**src/rtl/core/lpe_pkg.sv**
```systemverilog
// lpe_pkg: types, constants and helpers shared by the laguerre evaluator
// no dependencies; compiled first

package lpe_pkg;

	// fixed point constants, Q32.32
	localparam logic [63:0] ONE_Q32 = 64'h0000_0001_0000_0000;
	localparam logic [63:0] POS_MAX = 64'h7FFF_FFFF_FFFF_FFFF;
	localparam logic [63:0] NEG_MIN = 64'h8000_0000_0000_0000;

	// numerator and quotient widths
	localparam int ACC_W = 128;
	localparam int QUO_W = 96;

	// divider: bits retired per cycle and cycle count
	localparam int DIV_BITS   = 8;
	localparam int DIV_CYCLES = QUO_W / DIV_BITS;
	localparam int DIV_CNT_W  = 4;

	typedef enum logic [3:0] {
		S_IDLE,
		S_CHK,
		S_LOAD,
		S_MUL,
		S_ACC,
		S_ABS,
		S_DIV,
		S_FIN,
		S_PUB
	} lpe_state_t;

	// controller to datapath
	typedef struct packed {
		logic       load_item;
		logic       ld_ops;
		logic       mul;
		logic       acc;
		logic       abs_val;
		logic       div_step;
		logic       finish;
		logic       publish;
		logic       term;
		logic [1:0] pp_idx;
	} lpe_cmd_t;

	// datapath to controller
	typedef struct packed {
		logic trivial;
		logic ovf;
		logic last;
	} lpe_stat_t;

	// magnitude of a two's complement word
	function automatic logic [63:0] mag64(logic [63:0] v);
		return v[63] ? (~v + 64'd1) : v;
	endfunction

endpackage

```
**src/rtl/core/lpe_in_if.sv**
```systemverilog
// lpe_in_if: input channel, one beat carries a point and a degree
// no dependencies

interface lpe_in_if;
	logic               valid;
	logic               ready;
	logic signed [31:0] point_x;
	logic signed [7:0]  degree;

	modport source(output valid, output point_x, output degree, input ready);
	modport sink(input valid, input point_x, input degree, output ready);
endinterface

```
**src/rtl/core/lpe_out_if.sv**
```systemverilog
// lpe_out_if: result channel, one beat carries the value and the clamp flag
// no dependencies

interface lpe_out_if;
	logic               valid;
	logic               ready;
	logic signed [63:0] poly_value;
	logic               saturated;

	modport source(output valid, output poly_value, output saturated, input ready);
	modport sink(input valid, input poly_value, input saturated, output ready);
endinterface

```
**src/rtl/core/lpe_datapath.sv**
```systemverilog
// lpe_datapath: recurrence registers, shared 32x32 multiplier, accumulator,
// radix-256 restoring divider and result register; depends on lpe_pkg

module lpe_datapath #(
	parameter int MAX_DEGREE = 127
) (
	input  logic                clk,
	input  lpe_pkg::lpe_cmd_t   cmd,
	output lpe_pkg::lpe_stat_t  stat,
	input  logic signed [31:0]  point_x,
	input  logic signed [7:0]   degree,
	output logic signed [63:0]  poly_value,
	output logic                saturated
);
	import lpe_pkg::*;

	localparam int KW = $clog2(MAX_DEGREE + 1);

	logic [63:0]       xq_q, p_q, q_q, ma_q, mb_q, pp_q, res_q, out_val_q;
	logic [KW-1:0]     n_q, k_q, rem_q;
	logic              sg_q, neg_q, sat_q, trivial_q, out_sat_q;
	logic [ACC_W-1:0]  acc_q;
	logic [QUO_W-1:0]  div_q;

	logic [63:0]       xq_w, k64_w, coef_w, op_a_w, op_b_w, lo_w, step_res_w;
	logic [31:0]       deg_ext_w, deg_clip_w, a_half_w, b_half_w;
	logic [ACC_W-1:0]  pp_sh_w, mag_w;
	logic [KW-1:0]     k_inc_w, rem_nx_w;
	logic [QUO_W-1:0]  div_nx_w;
	logic              ovf_w;

	// input decode
	assign xq_w       = {{16{point_x[31]}}, point_x, 16'b0};
	assign deg_ext_w  = {{24{degree[7]}}, degree};
	assign deg_clip_w = ($signed(deg_ext_w) > MAX_DEGREE) ? 32'(MAX_DEGREE) : deg_ext_w;

	// recurrence operands
	assign k64_w  = 64'(k_q);
	assign coef_w = (((k64_w << 1) | 64'd1) << 32) - xq_q;
	assign op_a_w = cmd.term ? (k64_w << 32) : coef_w;
	assign op_b_w = cmd.term ? p_q : q_q;
	assign k_inc_w = k_q + {{(KW-1){1'b0}}, 1'b1};

	// partial product halves and alignment
	assign a_half_w = cmd.pp_idx[1] ? ma_q[63:32] : ma_q[31:0];
	assign b_half_w = cmd.pp_idx[0] ? mb_q[63:32] : mb_q[31:0];
	always_comb begin
		unique case (cmd.pp_idx)
			2'd0:    pp_sh_w = {64'b0, pp_q};
			2'd3:    pp_sh_w = {pp_q, 64'b0};
			default: pp_sh_w = {32'b0, pp_q, 32'b0};
		endcase
	end

	assign mag_w = acc_q[ACC_W-1] ? (~acc_q + 128'd1) : acc_q;

	// eight quotient bits per cycle
	always_comb begin
		logic [KW:0]      cur;
		logic [KW-1:0]    r;
		logic [QUO_W-1:0] dv;
		r  = rem_q;
		dv = div_q;
		for (int j = 0; j < DIV_BITS; j++) begin
			cur = {r, dv[QUO_W-1]};
			dv  = dv << 1;
			if (cur >= {1'b0, k_inc_w}) begin
				cur   = cur - {1'b0, k_inc_w};
				dv[0] = 1'b1;
			end
			r = cur[KW-1:0];
		end
		rem_nx_w = r;
		div_nx_w = dv;
	end

	// step result with clamp
	assign lo_w  = div_q[63:0];
	assign ovf_w = (|div_q[QUO_W-1:64]) ||
		(neg_q ? (lo_w[63] && (|lo_w[62:0])) : lo_w[63]);
	assign step_res_w = ovf_w ? (neg_q ? NEG_MIN : POS_MAX) :
		(neg_q ? (~lo_w + 64'd1) : lo_w);

	// datapath registers
	always_ff @(posedge clk) begin
		if (cmd.load_item) begin
			xq_q  <= xq_w;
			n_q   <= deg_clip_w[KW-1:0];
			k_q   <= {{(KW-1){1'b0}}, 1'b1};
			p_q   <= ONE_Q32;
			q_q   <= ONE_Q32 - xq_w;
			sat_q <= 1'b0;
			trivial_q <= 1'b1;
			if (degree[7]) begin
				res_q <= 64'd0;
			end else if (point_x == 32'sd0 || degree == 8'sd0) begin
				res_q <= ONE_Q32;
			end else if (degree == 8'sd1) begin
				res_q <= ONE_Q32 - xq_w;
			end else begin
				res_q     <= ONE_Q32 - xq_w;
				trivial_q <= 1'b0;
			end
		end
		if (cmd.ld_ops) begin
			ma_q <= mag64(op_a_w);
			mb_q <= mag64(op_b_w);
			sg_q <= op_a_w[63] ^ op_b_w[63] ^ cmd.term;
			if (!cmd.term) begin
				acc_q <= '0;
			end
		end
		if (cmd.mul) begin
			pp_q <= {32'b0, a_half_w} * {32'b0, b_half_w};
		end
		if (cmd.acc) begin
			acc_q <= sg_q ? (acc_q - pp_sh_w) : (acc_q + pp_sh_w);
		end
		if (cmd.abs_val) begin
			neg_q <= acc_q[ACC_W-1];
			div_q <= mag_w[ACC_W-1:32];
			rem_q <= '0;
		end
		if (cmd.div_step) begin
			div_q <= div_nx_w;
			rem_q <= rem_nx_w;
		end
		if (cmd.finish) begin
			res_q <= step_res_w;
			if (ovf_w) begin
				sat_q <= 1'b1;
			end else begin
				p_q <= q_q;
				q_q <= step_res_w;
				k_q <= k_inc_w;
			end
		end
		if (cmd.publish) begin
			out_val_q <= res_q;
			out_sat_q <= sat_q;
		end
	end

	assign stat.trivial = trivial_q;
	assign stat.ovf     = ovf_w;
	assign stat.last    = (k_inc_w == n_q);
	assign poly_value   = out_val_q;
	assign saturated    = out_sat_q;

endmodule

```
**src/rtl/core/lpe_ctrl.sv**
```systemverilog
// lpe_ctrl: sequencer for the recurrence, handshakes and output valid
// depends on lpe_pkg

module lpe_ctrl (
	input  logic               clk,
	input  logic               arst_n,
	input  logic               in_valid,
	output logic               in_ready,
	output logic               out_valid,
	input  logic               out_ready,
	input  lpe_pkg::lpe_stat_t stat,
	output lpe_pkg::lpe_cmd_t  cmd
);
	import lpe_pkg::*;

	lpe_state_t            state_q, state_nx;
	logic [1:0]            pp_q, pp_nx;
	logic                  term_q, term_nx;
	logic [DIV_CNT_W-1:0]  cnt_q, cnt_nx;
	logic                  out_valid_q, out_valid_nx;

	// state and counters
	always_ff @(posedge clk or negedge arst_n) begin
		if (!arst_n) begin
			state_q     <= S_IDLE;
			pp_q        <= '0;
			term_q      <= 1'b0;
			cnt_q       <= '0;
			out_valid_q <= 1'b0;
		end else begin
			state_q     <= state_nx;
			pp_q        <= pp_nx;
			term_q      <= term_nx;
			cnt_q       <= cnt_nx;
			out_valid_q <= out_valid_nx;
		end
	end

	// next state and commands
	always_comb begin
		state_nx     = state_q;
		pp_nx        = pp_q;
		term_nx      = term_q;
		cnt_nx       = cnt_q;
		cmd          = '0;
		cmd.term     = term_q;
		cmd.pp_idx   = pp_q;
		in_ready     = 1'b0;
		out_valid_nx = out_valid_q && !out_ready;
		unique case (state_q)
			S_IDLE: begin
				in_ready = 1'b1;
				if (in_valid) begin
					cmd.load_item = 1'b1;
					state_nx      = S_CHK;
				end
			end
			S_CHK: begin
				term_nx  = 1'b0;
				state_nx = stat.trivial ? S_PUB : S_LOAD;
			end
			S_LOAD: begin
				cmd.ld_ops = 1'b1;
				pp_nx      = 2'd0;
				state_nx   = S_MUL;
			end
			S_MUL: begin
				cmd.mul  = 1'b1;
				state_nx = S_ACC;
			end
			S_ACC: begin
				cmd.acc = 1'b1;
				pp_nx   = pp_q + 2'd1;
				if (pp_q == 2'd3) begin
					if (!term_q) begin
						term_nx  = 1'b1;
						state_nx = S_LOAD;
					end else begin
						state_nx = S_ABS;
					end
				end else begin
					state_nx = S_MUL;
				end
			end
			S_ABS: begin
				cmd.abs_val = 1'b1;
				cnt_nx      = '0;
				state_nx    = S_DIV;
			end
			S_DIV: begin
				cmd.div_step = 1'b1;
				cnt_nx       = cnt_q + 1'b1;
				if (cnt_q == DIV_CNT_W'(DIV_CYCLES - 1)) begin
					state_nx = S_FIN;
				end
			end
			S_FIN: begin
				cmd.finish = 1'b1;
				term_nx    = 1'b0;
				state_nx   = (stat.ovf || stat.last) ? S_PUB : S_LOAD;
			end
			S_PUB: begin
				if (!out_valid_q || out_ready) begin
					cmd.publish  = 1'b1;
					out_valid_nx = 1'b1;
					state_nx     = S_IDLE;
				end
			end
			default: state_nx = S_IDLE;
		endcase
	end

	assign out_valid = out_valid_q;

endmodule

```
**src/rtl/core/laguerre_polynomial_eval.sv**
```systemverilog
// Laguerre polynomial evaluator L_n(x): x is signed Q16.16, the result signed
// Q32.32, computed by the three-term recurrence on one shared 32x32 multiplier
// and an 8-bit-per-cycle divider. Negative n gives 0; n = 0 or x = 0 gives 1.0;
// n = 1 gives 1 - x; n above MAX_DEGREE is clamped. A step that overflows
// clamps the value, raises saturated and ends the item. Each step loads the
// operands and forms two 64x64 products as four 32x32 partial products each,
// multiplying and accumulating each partial product in turn, then takes the
// magnitude, runs the divider and updates the recurrence. A finished result
// waits until the output register is free. One item is in flight at a time;
// a new item is taken while the last result still waits in the output register.
// depends on lpe_pkg, lpe_in_if, lpe_out_if, lpe_ctrl, lpe_datapath

module laguerre_polynomial_eval #(
	parameter int MAX_DEGREE = 127
) (
	input logic       clk,
	input logic       arst_n,
	lpe_in_if.sink    item,
	lpe_out_if.source result
);
	import lpe_pkg::*;

	lpe_cmd_t  cmd;
	lpe_stat_t stat;

	lpe_ctrl u_ctrl (
		.clk       (clk),
		.arst_n    (arst_n),
		.in_valid  (item.valid),
		.in_ready  (item.ready),
		.out_valid (result.valid),
		.out_ready (result.ready),
		.stat      (stat),
		.cmd       (cmd)
	);

	lpe_datapath #(
		.MAX_DEGREE (MAX_DEGREE)
	) u_datapath (
		.clk        (clk),
		.cmd        (cmd),
		.stat       (stat),
		.point_x    (item.point_x),
		.degree     (item.degree),
		.poly_value (result.poly_value),
		.saturated  (result.saturated)
	);

endmodule

```
**src/flat_wrapper.sv**
```systemverilog
// flat-port wrapper written by rule: the top's interface ports become plain ports
module laguerre_polynomial_eval_flat import lpe_pkg::*;
#(
	parameter int MAX_DEGREE = 127
)
  (clk, arst_n, item_valid, item_point_x, item_degree, item_ready, result_valid, result_poly_value, result_saturated, result_ready);
  lpe_in_if item_i ();
  lpe_out_if result_i ();
  input logic clk;
  input logic arst_n;
  input wire logic [$bits(item_i.valid)-1:0] item_valid;
  input wire logic [$bits(item_i.point_x)-1:0] item_point_x;
  input wire logic [$bits(item_i.degree)-1:0] item_degree;
  output wire logic [$bits(item_i.ready)-1:0] item_ready;
  output wire logic [$bits(result_i.valid)-1:0] result_valid;
  output wire logic [$bits(result_i.poly_value)-1:0] result_poly_value;
  output wire logic [$bits(result_i.saturated)-1:0] result_saturated;
  input wire logic [$bits(result_i.ready)-1:0] result_ready;
  assign item_i.valid = item_valid;
  assign item_i.point_x = item_point_x;
  assign item_i.degree = item_degree;
  assign item_ready = item_i.ready;
  assign result_valid = result_i.valid;
  assign result_poly_value = result_i.poly_value;
  assign result_saturated = result_i.saturated;
  assign result_i.ready = result_ready;
  laguerre_polynomial_eval #(.MAX_DEGREE(MAX_DEGREE)) u_core (.clk(clk), .arst_n(arst_n), .item(item_i), .result(result_i));
endmodule
```
**config.mk**
```make
export PLATFORM = sky130hd
export DESIGN_NAME = laguerre_polynomial_eval_flat
export DESIGN_NICKNAME = d
export VERILOG_FILES = /design/src/rtl/core/lpe_pkg.sv /design/src/rtl/core/lpe_in_if.sv /design/src/rtl/core/lpe_out_if.sv /design/src/rtl/core/lpe_datapath.sv /design/src/rtl/core/lpe_ctrl.sv /design/src/rtl/core/laguerre_polynomial_eval.sv /design/src/flat_wrapper.sv
export SDC_FILE = /design/constraint.sdc
export NUM_CORES = 2
export LEC_CHECK = 0
export ABC_CLOCK_PERIOD_IN_PS = 49400
export BUFFER_PORTS_ARGS = -buffer_cell sky130_fd_sc_hd__clkbuf_2
export CORE_MARGIN = 8
export CORE_UTILIZATION = 50
export CTS_CLUSTER_SIZE = 24
export DETAILED_ROUTE_END_ITERATION = 10
export PLACE_DENSITY = 0.62
export SYNTH_ARGS = -nofsm -noshare
export SYNTH_HDL_FRONTEND = slang
export SYNTH_SLANG_ARGS = --single-unit
```
**constraint.sdc**
```tcl
create_clock -name clk -period 49.4 [get_ports clk]
set_clock_uncertainty 0.2 [all_clocks]
set_input_delay 4.94 -clock clk [delete_from_list [all_inputs] [get_ports clk]]
set_output_delay 4.94 -clock clk [all_outputs]
set_load 0.05 [all_outputs]
```
==> insert_results.sql <==
INSERT INTO impl_metrics (metric_group, metric, value, unit) VALUES
('status', 'outcome', 'finished clean', ''),
('run', 'max_cap_viol_count', '0', ''),
('floorplan', 'design.die.area', '174000', 'sq um'),
('floorplan', 'fp.coreArea', '160000', 'sq um'),
('global_routing', 'globalRouteOverflowTotal', '0', ''),
('synth', 'yosysTopAreaCell', 'sky130_fd_sc_hd__fa_1', ''),
('synth', 'yosysWarnings', '0', ''),
('floorplan', 'io-pin-count', '111', ''),
('detailed_routing', 'vias_per_cell', '5.96', ''),
('clock_tree', 'clock_latency', '0.73', 'ns'),
('sta', 'worst_slack', '29.22', 'ns'),
('worst_setup_path', 'worst_ep_required_time', '49.63', 'ns'),
('clock_tree', 'cts.path.max_buffers', '3', ''),
('worst_setup_path', 'setup.worst_path.end_class', 'flop', ''),
('finish', 'sequential_cell_area', '20400', 'sq um'),
('synth', 'synthFlopType', 'sky130_fd_sc_hd__edfxtp_1', ''),
('synth', 'synth_area', '80600', 'sq um'),
('floorplan', 'core.rowCount', '147', ''),
('detailed_routing', 'wl_per_cell', '24.6', 'um'),
('clock_tree', 'cts.sink_count', '726', ''),
('worst_setup_path', 'critPathKind', 'flop to flop', ''),
('global_routing', 'grt_antenna_before_repair', '8', ''),
('worst_setup_path', 'critical-path-max-stage-delay', '0.57', 'ns'),
('floorplan', 'die_width', '418', 'um'),
('synth', 'async_flop_share', '1.65', '%'),
('sta', 'timing.final.max_slew_violations', '0', ''),
('place', 'place.port_buffers', '110', ''),
('clock_tree', 'clk_transition_reported_paths', '0.06', 'ns'),
('sta', 'worstMarginPinSlew', '1.17', 'ns'),
('finish', 'net_count_final', '10300', ''),
('clock_tree', 'cts_resized', '0', ''),
('clock_tree', 'ctsHoldBuffers', '0', ''),
('finish', 'final.fill_count', '14900', ''),
('sta', 'setup_repair_after_global_routing_missed_its_margin', 'no', ''),
('synth', 'netlist_top_cells_area', 'sky130_fd_sc_hd__fa_1, sky130_fd_sc_hd__edfxtp_1, sky130_fd_sc_hd__ha_1, sky130_fd_sc_hd__nand2_1, sky130_fd_sc_hd__inv_1', ''),
('clock_tree', 'cts_setup_buffers', '0', ''),
('detailed_routing', 'detail_route.first_pass.iterations', '9', ''),
('global_routing', 'grt_start_max_net_pins', '103', ''),
('synth', 'synthDominantCellAreaShare', '22.5', '%'),
('floorplan', 'floorplan.initialDensity', '50.3', '%'),
('sta', 'period_minus_ws_final', '20.18', 'ns'),
('detailed_routing', 'via_count', '66400', ''),
('global_routing', 'grt_pass1_wl', '415000', 'um'),
('worst_setup_path', 'crit_top_cell', 'sky130_fd_sc_hd__a21oi_1', ''),
('synth', 'syn_avg_cell_area', '8.88', 'sq um'),
('worst_hold_path', 'hp-class', 'flop to flop', ''),
('global_routing', 'track_usage', '31.1', '%'),
('clock_tree', 'clock-root-buffer', 'sky130_fd_sc_hd__clkbuf_16', ''),
('synth', 'synth_sequential_area_ratio', '25.3', '%'),
('worst_setup_path', 'path_max_fanout', '13', ''),
('worst_setup_path', 'cp.arrival', '20.40', 'ns'),
('place', 'place_worst_setup_slack', '29.18', 'ns'),
('detailed_routing', 'antenna_left', '0', ''),
('global_routing', 'vias_in_the_first_global_route', '66400', ''),
('sta', 'setup_viol', '0', ''),
('synth', 'postSynthCellCount', '9081', ''),
('sta', 'final.setup.tns', '0', 'ns'),
('sta', 'finalHoldViolCount', '0', ''),
('worst_setup_path', 'start_kind', 'flop', ''),
('finish', 'total_area_of_multi_input_combinational_cells', '54500', 'sq um'),
('place', 'detailed_place_hpwl', '210000', 'um'),
('synth', 'ys_seq_elements', '726', ''),
('clock_tree', 'ctsHtreeMaxLevel', '3', ''),
('sta', 'final_min_period_over_clock_period', '40.8', '%'),
('sta', 'timing.slew.headroom', '21.8', '%'),
('place', 'gp_congestion', '0.986', ''),
('finish', 'post_route_cells_drive_above_1_share', '5.66', '%'),
('worst_setup_path', 'crit_path_slowest_cell', 'sky130_fd_sc_hd__or4_1', ''),
('detailed_routing', 'first_iter_violations', '6684', ''),
('synth', 'number_of_unique_standard_cell_types_used_by_synthesis', '94', ''),
('finish', 'areaGrowthSynthToFinish', '6.55', '%'),
('sta', 'fmaxAchievable', '49.6', 'MHz'),
('floorplan', 'die_height', '418', 'um'),
('detailed_routing', 'remaining_drc_errors', '0', ''),
('clock_tree', 'tritoncts.num_buffers', '83', ''),
('detailed_routing', 'totalWireLength', '274000', 'um'),
('clock_tree', 'cts_tree', 'done', ''),
('synth', 'edff_count_synth', '578', '');
cells by family after synthesis:
family	synth area share, %
xor+xnor	6.87
fa+ha+maj	29.6
other cells	0.00465
buf+inv	7.35
mux	2.01
flops	25.3
simple gates	16.9
compound gates	11.9
worst paths after layout:
check,depth (start not counted),end,slack [ns],start
min reg2reg,0,u_core.u_datapath.poly_value[2]$_DFFE_PP_,0.20,u_core.u_datapath.res_q[2]$_SDFFCE_PN0P_
max in group asynchronous,1,u_core.u_ctrl.term_q$_DFFE_PN0P_,44.69,arst_n
min,0,u_core.u_datapath.poly_value[2]$_DFFE_PP_,0.20,u_core.u_datapath.res_q[2]$_SDFFCE_PN0P_
min in group asynchronous,1,u_core.u_ctrl.state_q[3]$_DFFE_PN0P_,3.94,arst_n
max reg2reg,79,u_core.u_datapath.rem_q[5]$_SDFFCE_PN0P_,29.22,u_core.u_datapath.k_q[0]$_DFF_P_
max,79,u_core.u_datapath.rem_q[5]$_SDFFCE_PN0P_,29.22,u_core.u_datapath.k_q[0]$_DFF_P_
critical path: cells and delay by family (launching register included):
family                     cells  cell delay, ns
xor gates and xnor gates       2            0.28
DFF                            1            0.56
and+or+nand+nor               15            3.68
AOI/OAI and AO/OA             47            9.52
buffers and inverters          2            0.35
muxes                          4            1.51
adders and majority gates      9            3.76
placed cells by master (no fill, tap or decap), drive strengths merged, types with 100 or more instances in the layout:
cell type,n
inv,1093
buf,100
dfxtp,136
nand2,1522
ha,461
nor3,113
xor2,334
a21o,171
o21ai,451
a21oi,390
edfxtp,578
fa,905
nand3,236
xnor2,298
clkbuf,210
nor2,662
stage by stage:
stage          hold WS, ns  util, %  area, sq um  cells
5_1_grt              0.217     53.5        85900  11100
3_5_place_dp         0.205     51.8        83000  11000
6_report             0.204     53.6        85900  11100
3_3_place_gp         0.204     51.8        83000  11000
4_1_cts              0.203     53.5        85900  11100
2_1_floorplan        0.200        -        80700   9096
layer usage:
metal | wire length [um] | GRT usage (%)
met5 | 38 | 0
met4 | 16100 | 14.7
met3 | 25100 | 5.89
met2 | 123000 | 48.9
met1 | 110000 | 41.6
synthesized netlist by cell type, drive strengths merged, types with 171 or more instances:
| cell type | instances |
|---|---|
| xor2 | 334 |
| nand2 | 1522 |
| xnor2 | 298 |
| a21oi | 390 |
| inv | 1089 |
| a21o | 171 |
| nand3 | 236 |
| edfxtp | 578 |
| nor2 | 662 |
| clkbuf | 435 |
| ha | 461 |
| fa | 905 |
| o21ai | 451 |
final cells by class:
class | count | share of cell area [%]
multi-input cells | 6794 | 63.5
well taps | 2160 | 3.15
flip-flops and latches | 726 | 23.7
inverters | 1091 | 4.77
diodes | 5 | 0.0146
repair buffers | 210 | 1.52
clock inverters | 53 | 0.715
clock buffers | 100 | 2.59
state kept, by name, summed over array words and instances, names as in the netlist, 2 cells and up:
name	cells
u_core.u_datapath.rem_q	7
u_core.u_ctrl.state_q	4
u_core.u_ctrl.cnt_q	4
u_core.u_datapath.acc_q	128
u_core.u_datapath.xq_q	32
u_core.u_datapath.mb_q	64
u_core.u_datapath.res_q	64
u_core.u_datapath.poly_value	64
u_core.u_datapath.div_q	96
u_core.u_datapath.q_q	64
u_core.u_datapath.n_q	7
u_core.u_ctrl.pp_q	2
u_core.u_datapath.ma_q	48
u_core.u_datapath.p_q	64
u_core.u_datapath.k_q	7
u_core.u_datapath.pp_q	64
Power is not shown: default switching activity piles up to over one toggle a cycle in this logic, so the estimate is an artifact.
